==> config.mk <==
export PLATFORM = sky130hd
export DESIGN_NAME = stereo_pair_to_3d_point
export DESIGN_NICKNAME = d
export VERILOG_FILES = /design/src/rtl/sp3d_pkg.sv /design/src/rtl/sp3d_ctrl.sv /design/src/rtl/sp3d_datapath.sv /design/src/rtl/stereo_pair_to_3d_point.sv
export SDC_FILE = /design/constraint.sdc
export NUM_CORES = 2
export LEC_CHECK = 0
export BUFFER_PORTS_ARGS = -buffer_cell sky130_fd_sc_hd__buf_2
export CORE_MARGIN = 10
export CORE_UTILIZATION = 35
export CTS_CLUSTER_DIAMETER = 50
export DETAILED_ROUTE_END_ITERATION = 8
export GPL_ROUTABILITY_DRIVEN = 1
export PLACE_DENSITY = 0.47
export SLEW_MARGIN = 30
export SYNTH_ARGS = -nofsm -noshare
export SYNTH_HDL_FRONTEND = slang
export SYNTH_HIERARCHICAL = 1
export SYNTH_SLANG_ARGS = --single-unit
==> constraint.sdc <==
create_clock -name clk -period 23.1 [get_ports clk]
set_clock_uncertainty 0.15 [all_clocks]
set_input_delay 1.155 -clock clk [delete_from_list [all_inputs] [get_ports clk]]
set_output_delay 1.155 -clock clk [all_outputs]
set_load 0.01 [all_outputs]
==> src/rtl/sp3d_pkg.sv <==
// Shared types, constants and helper function of the stereo triangulation block.
package sp3d_pkg;

  localparam int COORD_W    = 16;
  localparam int DIM_W      = 12;
  localparam int NUM_W      = 36;
  localparam int DEN_W      = 16;
  localparam int OUT_W      = 32;
  localparam int LANES      = 3;
  localparam int CNT_W      = 6;
  localparam int CFG_IDX_W  = 4;
  localparam int CFG_DATA_W = 16;

  localparam int LANE_X = 0;
  localparam int LANE_Y = 1;
  localparam int LANE_Z = 2;

  localparam logic [CFG_IDX_W-1:0] CFG_FOCAL  = 4'd0;
  localparam logic [CFG_IDX_W-1:0] CFG_BASE   = 4'd1;
  localparam logic [CFG_IDX_W-1:0] CFG_WIDTH  = 4'd2;
  localparam logic [CFG_IDX_W-1:0] CFG_HEIGHT = 4'd3;

  localparam logic [CFG_DATA_W-1:0] FOCAL_RESET  = 16'd11968;
  localparam logic [CFG_DATA_W-1:0] BASE_RESET   = 16'd160;
  localparam logic [DIM_W-1:0]      WIDTH_RESET  = 12'd800;
  localparam logic [DIM_W-1:0]      HEIGHT_RESET = 12'd600;

  localparam logic [CNT_W-1:0] DIV_LAST = CNT_W'(NUM_W - 1);

  typedef logic signed [OUT_W-1:0] coord_t;

  localparam coord_t SAT_MAX = 32'sh7FFF_FFFF;
  localparam coord_t SAT_MIN = 32'sh8000_0000;

  localparam logic [NUM_W-1:0] Q_POS_LIMIT = NUM_W'(64'h7FFF_FFFF);
  localparam logic [NUM_W-1:0] Q_NEG_LIMIT = NUM_W'(64'h8000_0000);

  typedef enum logic [5:0] {
    ST_IDLE = 6'b000001,
    ST_MUL  = 6'b000010,
    ST_DIV  = 6'b000100,
    ST_SAT  = 6'b001000,
    ST_BOX  = 6'b010000,
    ST_OUT  = 6'b100000
  } state_t;

  typedef struct packed {
    logic load;
    logic mul;
    logic step;
    logic sat;
    logic box;
    logic out_load;
  } cmd_t;

  typedef struct packed {
    logic div_last;
  } status_t;

  // Applies the sign to a quotient magnitude and clamps it to 32 bits.
  function automatic coord_t sat_quot(logic [NUM_W-1:0] q, logic neg, logic nzero,
                                      logic dzero);
    coord_t res;
    if (nzero) begin
      res = '0;
    end else if (dzero) begin
      res = neg ? SAT_MIN : SAT_MAX;
    end else if (neg) begin
      res = (q > Q_NEG_LIMIT) ? SAT_MIN : coord_t'(32'd0 - q[OUT_W-1:0]);
    end else begin
      res = (q > Q_POS_LIMIT) ? SAT_MAX : coord_t'(q[OUT_W-1:0]);
    end
    return res;
  endfunction

endpackage

==> src/rtl/sp3d_ctrl.sv <==
// State machine sequencing capture, multiply, divide, clamp, box update and output.
module sp3d_ctrl import sp3d_pkg::*; (
  input  logic    clk,
  input  logic    rst,
  input  logic    pair_valid,
  output logic    pair_stall,
  output logic    point_valid,
  input  logic    point_stall,
  input  status_t status,
  output cmd_t    cmd
);

  state_t state, state_next;
  logic   point_valid_next;

  always_comb begin
    state_next = state;
    cmd = '0;
    point_valid_next = point_valid && point_stall;
    unique case (state)
      ST_IDLE: begin
        if (pair_valid) begin
          cmd.load = 1'b1;
          state_next = ST_MUL;
        end
      end
      ST_MUL: begin
        cmd.mul = 1'b1;
        state_next = ST_DIV;
      end
      ST_DIV: begin
        cmd.step = 1'b1;
        if (status.div_last) begin
          state_next = ST_SAT;
        end
      end
      ST_SAT: begin
        cmd.sat = 1'b1;
        state_next = ST_BOX;
      end
      ST_BOX: begin
        cmd.box = 1'b1;
        state_next = ST_OUT;
      end
      ST_OUT: begin
        if (!point_valid || !point_stall) begin
          cmd.out_load = 1'b1;
          point_valid_next = 1'b1;
          state_next = ST_IDLE;
        end
      end
      default: begin
        state_next = ST_IDLE;
      end
    endcase
  end

  assign pair_stall = (state != ST_IDLE);

  always_ff @(posedge clk) begin
    if (rst) begin
      state <= ST_IDLE;
      point_valid <= 1'b0;
    end else begin
      state <= state_next;
      point_valid <= point_valid_next;
    end
  end

endmodule

==> src/rtl/sp3d_datapath.sv <==
// Datapath: operand capture, numerator products, three-lane radix-2 divider and box.
module sp3d_datapath import sp3d_pkg::*; (
  input  logic                  clk,
  input  logic                  rst,
  input  cmd_t                  cmd,
  output status_t               status,
  input  logic [CFG_DATA_W-1:0] focal,
  input  logic [CFG_DATA_W-1:0] base,
  input  logic [DIM_W-1:0]      width,
  input  logic [DIM_W-1:0]      height,
  input  logic                  first_of_set,
  input  logic [COORD_W-1:0]    left_x,
  input  logic [COORD_W-1:0]    left_y,
  input  logic [COORD_W-1:0]    right_x,
  input  logic [COORD_W-1:0]    right_y,
  output coord_t                point_x,
  output coord_t                point_y,
  output coord_t                point_z,
  output coord_t                center_x,
  output coord_t                center_y,
  output coord_t                center_z,
  output logic [OUT_W-1:0]      extent_x,
  output logic [OUT_W-1:0]      extent_y,
  output logic [OUT_W-1:0]      extent_z,
  output logic                  zero_disparity
);

  logic                 first;
  logic                 dzero;
  logic                 d_neg;
  logic [DEN_W-1:0]     d_mag;
  logic                 dy_neg;
  logic [COORD_W:0]     dy_mag;
  logic                 dx_neg;
  logic [COORD_W-1:0]   dx_mag;
  logic [CNT_W-1:0]     cnt;
  logic [NUM_W-1:0]     acc [LANES];
  logic [DEN_W-1:0]     rem [LANES];
  logic                 nneg [LANES];
  logic                 nzero [LANES];
  coord_t               pt [LANES];
  coord_t               lo [LANES];
  coord_t               hi [LANES];

  logic signed [COORD_W:0]   d_c;
  logic [COORD_W:0]          ysum_c;
  logic signed [COORD_W+1:0] dy_c;
  logic signed [COORD_W:0]   dx_c;
  logic [2*COORD_W-1:0]      prod_z;
  logic [2*COORD_W:0]        prod_y;
  logic [2*COORD_W-1:0]      prod_x;
  logic [DEN_W:0]            sh [LANES];
  logic                      ge [LANES];
  logic [DEN_W:0]            diff [LANES];
  logic signed [OUT_W:0]     sum_c [LANES];
  coord_t                    cen_c [LANES];
  logic [OUT_W-1:0]          ext_c [LANES];

  always_comb begin
    d_c    = $signed({1'b0, left_x}) - $signed({1'b0, right_x});
    ysum_c = {1'b0, left_y} + {1'b0, right_y};
    dy_c   = $signed({1'b0, ysum_c}) - $signed({2'b00, height, 4'b0000});
    dx_c   = $signed({2'b00, width, 3'b000}) - $signed({1'b0, left_x});
    prod_z = focal * base;
    prod_y = base * dy_mag;
    prod_x = base * dx_mag;
    for (int i = 0; i < LANES; i++) begin
      sh[i]   = {rem[i], acc[i][NUM_W-1]};
      ge[i]   = (sh[i] >= {1'b0, d_mag});
      diff[i] = sh[i] - {1'b0, d_mag};
      sum_c[i] = (OUT_W+1)'(lo[i]) + (OUT_W+1)'(hi[i]);
      cen_c[i] = coord_t'(sum_c[i] >>> 1);
      ext_c[i] = OUT_W'(hi[i] - lo[i]);
    end
  end

  assign status.div_last = (cnt == DIV_LAST);

  always_ff @(posedge clk) begin
    if (cmd.load) begin
      first  <= first_of_set;
      dzero  <= (d_c == '0);
      d_neg  <= d_c[COORD_W];
      d_mag  <= d_c[COORD_W] ? DEN_W'(-d_c) : DEN_W'(d_c);
      dy_neg <= dy_c[COORD_W+1];
      dy_mag <= dy_c[COORD_W+1] ? (COORD_W+1)'(-dy_c) : (COORD_W+1)'(dy_c);
      dx_neg <= dx_c[COORD_W];
      dx_mag <= dx_c[COORD_W] ? COORD_W'(-dx_c) : COORD_W'(dx_c);
    end
    if (cmd.mul) begin
      cnt <= '0;
      acc[LANE_Z]   <= {prod_z, 4'b0000};
      acc[LANE_Y]   <= {prod_y, 3'b000};
      acc[LANE_X]   <= {prod_x, 4'b0000};
      nneg[LANE_Z]  <= 1'b1;
      nneg[LANE_Y]  <= !dy_neg;
      nneg[LANE_X]  <= !dx_neg;
      nzero[LANE_Z] <= (prod_z == '0);
      nzero[LANE_Y] <= (prod_y == '0);
      nzero[LANE_X] <= (prod_x == '0);
      for (int i = 0; i < LANES; i++) begin
        rem[i] <= '0;
      end
    end
    if (cmd.step) begin
      cnt <= cnt + 1'b1;
      for (int i = 0; i < LANES; i++) begin
        rem[i] <= ge[i] ? diff[i][DEN_W-1:0] : sh[i][DEN_W-1:0];
        acc[i] <= {acc[i][NUM_W-2:0], ge[i]};
      end
    end
    if (cmd.sat) begin
      for (int i = 0; i < LANES; i++) begin
        pt[i] <= sat_quot(acc[i], dzero ? nneg[i] : (nneg[i] ^ d_neg), nzero[i], dzero);
      end
    end
    if (cmd.out_load) begin
      point_x  <= pt[LANE_X];
      point_y  <= pt[LANE_Y];
      point_z  <= pt[LANE_Z];
      center_x <= cen_c[LANE_X];
      center_y <= cen_c[LANE_Y];
      center_z <= cen_c[LANE_Z];
      extent_x <= ext_c[LANE_X];
      extent_y <= ext_c[LANE_Y];
      extent_z <= ext_c[LANE_Z];
      zero_disparity <= dzero;
    end
  end

  always_ff @(posedge clk) begin
    if (rst) begin
      for (int i = 0; i < LANES; i++) begin
        lo[i] <= SAT_MAX;
        hi[i] <= SAT_MIN;
      end
    end else if (cmd.box) begin
      for (int i = 0; i < LANES; i++) begin
        if (first || pt[i] < lo[i]) begin
          lo[i] <= pt[i];
        end
        if (first || pt[i] > hi[i]) begin
          hi[i] <= pt[i];
        end
      end
    end
  end

endmodule

==> src/rtl/stereo_pair_to_3d_point.sv <==
// Top level of the stereo pair to 3D point block with configuration registers.
// A pair passes the multiply, divide, clamp and box states before its result beat is offered.
// No new pair is taken until the last result is loaded; a stalled result beat delays that.
// Three 36-step radix-2 dividers, one per x, y and z lane, run side by side.
// Synchronous reset restores the register defaults and empties the bounding box.
// Configuration writes are taken in every cycle.
module stereo_pair_to_3d_point import sp3d_pkg::*; (
  input  logic                  clk,
  input  logic                  rst,
  input  logic                  cfg_valid,
  output logic                  cfg_ready,
  input  logic [CFG_IDX_W-1:0]  cfg_index,
  input  logic [CFG_DATA_W-1:0] cfg_data,
  input  logic                  pair_valid,
  output logic                  pair_stall,
  input  logic                  first_of_set,
  input  logic [COORD_W-1:0]    left_x,
  input  logic [COORD_W-1:0]    left_y,
  input  logic [COORD_W-1:0]    right_x,
  input  logic [COORD_W-1:0]    right_y,
  output logic                  point_valid,
  input  logic                  point_stall,
  output coord_t                point_x,
  output coord_t                point_y,
  output coord_t                point_z,
  output coord_t                center_x,
  output coord_t                center_y,
  output coord_t                center_z,
  output logic [OUT_W-1:0]      extent_x,
  output logic [OUT_W-1:0]      extent_y,
  output logic [OUT_W-1:0]      extent_z,
  output logic                  zero_disparity
);

  logic [CFG_DATA_W-1:0] focal;
  logic [CFG_DATA_W-1:0] base;
  logic [DIM_W-1:0]      width;
  logic [DIM_W-1:0]      height;
  cmd_t                  cmd;
  status_t               status;

  assign cfg_ready = 1'b1;

  always_ff @(posedge clk) begin
    if (rst) begin
      focal  <= FOCAL_RESET;
      base   <= BASE_RESET;
      width  <= WIDTH_RESET;
      height <= HEIGHT_RESET;
    end else if (cfg_valid && cfg_ready) begin
      unique case (cfg_index)
        CFG_FOCAL:  focal  <= cfg_data;
        CFG_BASE:   base   <= cfg_data;
        CFG_WIDTH:  width  <= cfg_data[DIM_W-1:0];
        CFG_HEIGHT: height <= cfg_data[DIM_W-1:0];
        default: begin
        end
      endcase
    end
  end

  sp3d_ctrl u_ctrl (
    .clk         (clk),
    .rst         (rst),
    .pair_valid  (pair_valid),
    .pair_stall  (pair_stall),
    .point_valid (point_valid),
    .point_stall (point_stall),
    .status      (status),
    .cmd         (cmd)
  );

  sp3d_datapath u_datapath (
    .clk            (clk),
    .rst            (rst),
    .cmd            (cmd),
    .status         (status),
    .focal          (focal),
    .base           (base),
    .width          (width),
    .height         (height),
    .first_of_set   (first_of_set),
    .left_x         (left_x),
    .left_y         (left_y),
    .right_x        (right_x),
    .right_y        (right_y),
    .point_x        (point_x),
    .point_y        (point_y),
    .point_z        (point_z),
    .center_x       (center_x),
    .center_y       (center_y),
    .center_z       (center_z),
    .extent_x       (extent_x),
    .extent_y       (extent_y),
    .extent_z       (extent_z),
    .zero_disparity (zero_disparity)
  );

endmodule

==> flow_summary_export.csv <==
group,metric,value,unit
run_status,status,"complete, no violations",
global_route,gr-total-overflow,0,
power,peakVddDrop,55.2,µV
synthesis,synth_top_area_frac,0.302,
clocking,root_buffer,"clkbuf_16",
clocking,clk_path_buf_depth,3,
route,first_iter_violations,3707,
timing,worstMarginPinSlew,0.990,ns
timing,max_freq,122,MHz
route,drtAntennaViolNets,0,
synthesis,synth_cell_types,101,
clocking,postCtsHoldBufs,0,
route,drt_first_pass_iters,6,
synthesis,synth-seq-cells,861,
critical_path,cp.required,23.54,ns
timing,min_period_over_period,0.355,
power,p_leak,39.7,nW
synthesis,seq_area_frac_synth,0.318,
timing,finalSetupTns,0,ns
synthesis,ys_top_cells_by_area,"edfxtp_1 (30%), fa_1 (16%), ha_1 (13%), inv_1 (5.7%), and2_1 (3.7%)",
critical_path,r2r_slack,14.90,ns
clocking,htreeDepth,4,
timing,whs,0.327,ns
timing,rsz0062_at_grt,"no",
cells_and_area,nFillCells,22400,
synthesis,synth_warnings,6,
synthesis,synth_nets,9646,
cells_and_area,nNetsFinal,9906,
clocking,cts_resized,0,
cells_and_area,fin_cells,11500,
critical_path,path_max_fanout,33,
critical_path,crit_type,"flop to flop",
timing,slew_violations,0,
global_route,grt_pass1_vias,59600,
route,viasPerCell,5.06,
timing,finalHoldViolCount,0,
critical_path,critPathLaunchType,"flop",
floorplanning,rows,174,
route,num_vias,58200,
run,drv_cap,0,
synthesis,synthesis.area,79200,µm²
floorplanning,ios,382,
cells_and_area,drive_gt1_frac,0.0928,
synthesis,yosysMostFrequentCell,"inv_1",
floorplanning,dieArea,246000,µm²
synthesis,synth_flop_cell,"edfxtp_1",
critical_path,worstPathArrival,8.64,ns
critical_path,worstSetupEndpointType,"flop",
critical_path,reg2reg_to,"u_datapath/nzero[0][1]",
clocking,cts_tree,"done",
synthesis,ys_async_sr_fraction,0,
placed_design,portBuffers,380,
power,power_density,59.0,nW/µm²
critical_path,reg2regPathDepth,21,
clocking,clock_latency,0.79,ns
clocking,cts_setup_buffers,0,
timing,finalCriticalPeriod,8.20,ns
route,drt-total-wl,218000,µm
cells_and_area,area_growth,12.3,%
floorplanning,start_util,0.352,
critical_path,timing.rr.start,"base[3]",
global_route,grt_max_degree,178,
critical_path,crit_end,"u_datapath/nzero[0][1]",
floorplanning,die_x,496,µm
critical_path,startpoint,"base[3]",
hold_path,min_path_type,"flop to flop",
clocking,clock-sinks,861,
floorplanning,core_area,225000,µm²
synthesis,synth_cells,8145,
synthesis,syn_area_per_cell,9.73,µm²
synthesis,synth_area_leader_cell,"edfxtp_1",
synthesis,synth_edf_count,798,
global_route,grt_use_total,0.176,
placed_design,dp_cells,11300,
timing,slew_headroom,0.334,
timing,finalSetupViolCount,0,
global_route,grt_antenna_before_repair,15,
global_route,grt_first_pass_wirelength,344000,µm
floorplanning,chipHeight,496,µm
clocking,cts_buffers,141,
route,wl_per_cell,19.0,µm
placed_design,gp_congestion,0.871,
synthesis,synth_common_cells,"inv_1 (1201), edfxtp_1 (798), ha_1 (793)",
clocking,clkTransAtPathRegs,0.05,ns
route,route.detailed.drc,0,
placed_design,dpl.hpwl,169000,µm
-- how the worst min path moves through the flow --
| stage | from | to | cells after the start |
|---|---|---|---|
| floorplan | u_datapath/dzero | u_datapath/zero_disparity | 0 |
| global placement | base[10] | base[10] | 2 |
| detailed placement | base[8] | base[8] | 2 |
| CTS | base[8] | base[8] | 2 |
| global route | base[14] | base[14] | 2 |
| finish | base[8] | base[8] | 2 |
-- kinds of logic after synthesis --
family / Yosys count / share of synthesized area
simple gates: 2470 / 0.161
buf+inv: 1527 / 0.0729
fa+ha+maj: 1411 / 0.281
compound gates: 1409 / 0.113
flops: 861 / 0.318
xor+xnor: 363 / 0.0401
mux: 103 / 0.0134
other cells: 1 / 0.0000473
-- critical path, cell delays in order, from the launching register on --
cell	delay (ns)
dfxtp_1	0.88
buf_4	0.55
nand2_1	0.16
fa_1	0.58
fa_1	0.45
fa_1	0.52
inv_1	0.05
fa_1	0.47
fa_1	0.54
inv_1	0.05
fa_1	0.52
inv_1	0.04
ha_1	0.36
a21o_1	0.22
a211oi_1	0.26
o31a_1	0.30
o21ai_2	0.17
a31oi_1	0.49
xor2_1	0.26
nand4_1	0.13
or4b_1	0.57
nor4_1	0.24
-- layout make-up --
type	count	area [µm²]	area share
Antenna cell	2	5.00	0.0000563
Clock buffer	163	3730	0.0419
Clock inverter	90	971	0.0109
Inverter	1203	4520	0.0508
Multi-Input combinational cell	5757	48300	0.543
Sequential cell	861	25200	0.284
Tap cell	2992	3740	0.0421
Timing Repair Buffer	441	2430	0.0273
-- through the flow --
stage / power, mW / util / area, µm² / worst slack, ns
floorplan: 2.83 / - / 79200 / 7.17
CTS: 5.32 / 0.395 / 88900 / 14.89
global route: 5.58 / 0.395 / 89000 / 14.44
finish: 5.25 / 0.395 / 89000 / 14.90
global placement: 3.18 / 0.374 / 84200 / 15.12
detailed placement: 3.18 / 0.374 / 84200 / 14.93
-- report_power, final --
| group | internal (mW) | switching (mW) | total, mW |
|---|---|---|---|
| Combinational | 0.508 | 0.784 | 1.29 |
| Sequential | 1.77 | 0.0838 | 1.86 |
| Clock | 1.28 | 0.821 | 2.10 |
| Total | 3.56 | 1.69 | 5.25 |
-- registers in the layout, indices dropped and copies added, names as in the netlist, 32 cells and up --
| name | cells |
|---|---|
| u_datapath/acc | 108 |
| u_datapath/center_x | 32 |
| u_datapath/center_y | 32 |
| u_datapath/center_z | 32 |
| u_datapath/extent_x | 32 |
| u_datapath/extent_y | 32 |
| u_datapath/extent_z | 32 |
| u_datapath/hi | 96 |
| u_datapath/lo | 96 |
| u_datapath/point_x | 32 |
| u_datapath/point_y | 32 |
| u_datapath/point_z | 32 |
| u_datapath/pt | 96 |
| u_datapath/rem | 48 |
-- placed cells by master, fill, tap and decap left out, types with 67 or more instances in the layout --
cell type,count
nor2_1,378
fa_1,618
nor3_1,152
and2_1,467
buf_2,379
o21ai_0,292
nand2b_1,201
edfxtp_1,798
mux2i_1,79
xor2_1,108
nand2_1,730
xnor2_1,255
ha_1,793
a31oi_1,75
o21bai_1,72
nand3_1,94
a21o_1,189
a21oi_1,411
clkbuf_16,145
nand4_1,67
inv_1,1201
-- routing by layer --
layer	track usage	vias to the layer above	wire, µm
li1	-	28000	-
met1	0.254	28500	107000
met2	0.267	1368	92800
met3	0.0356	265	13200
met4	0.0444	10	5000
met5	0	-	64
No activity file was read; power rests on OpenSTA's default activity.
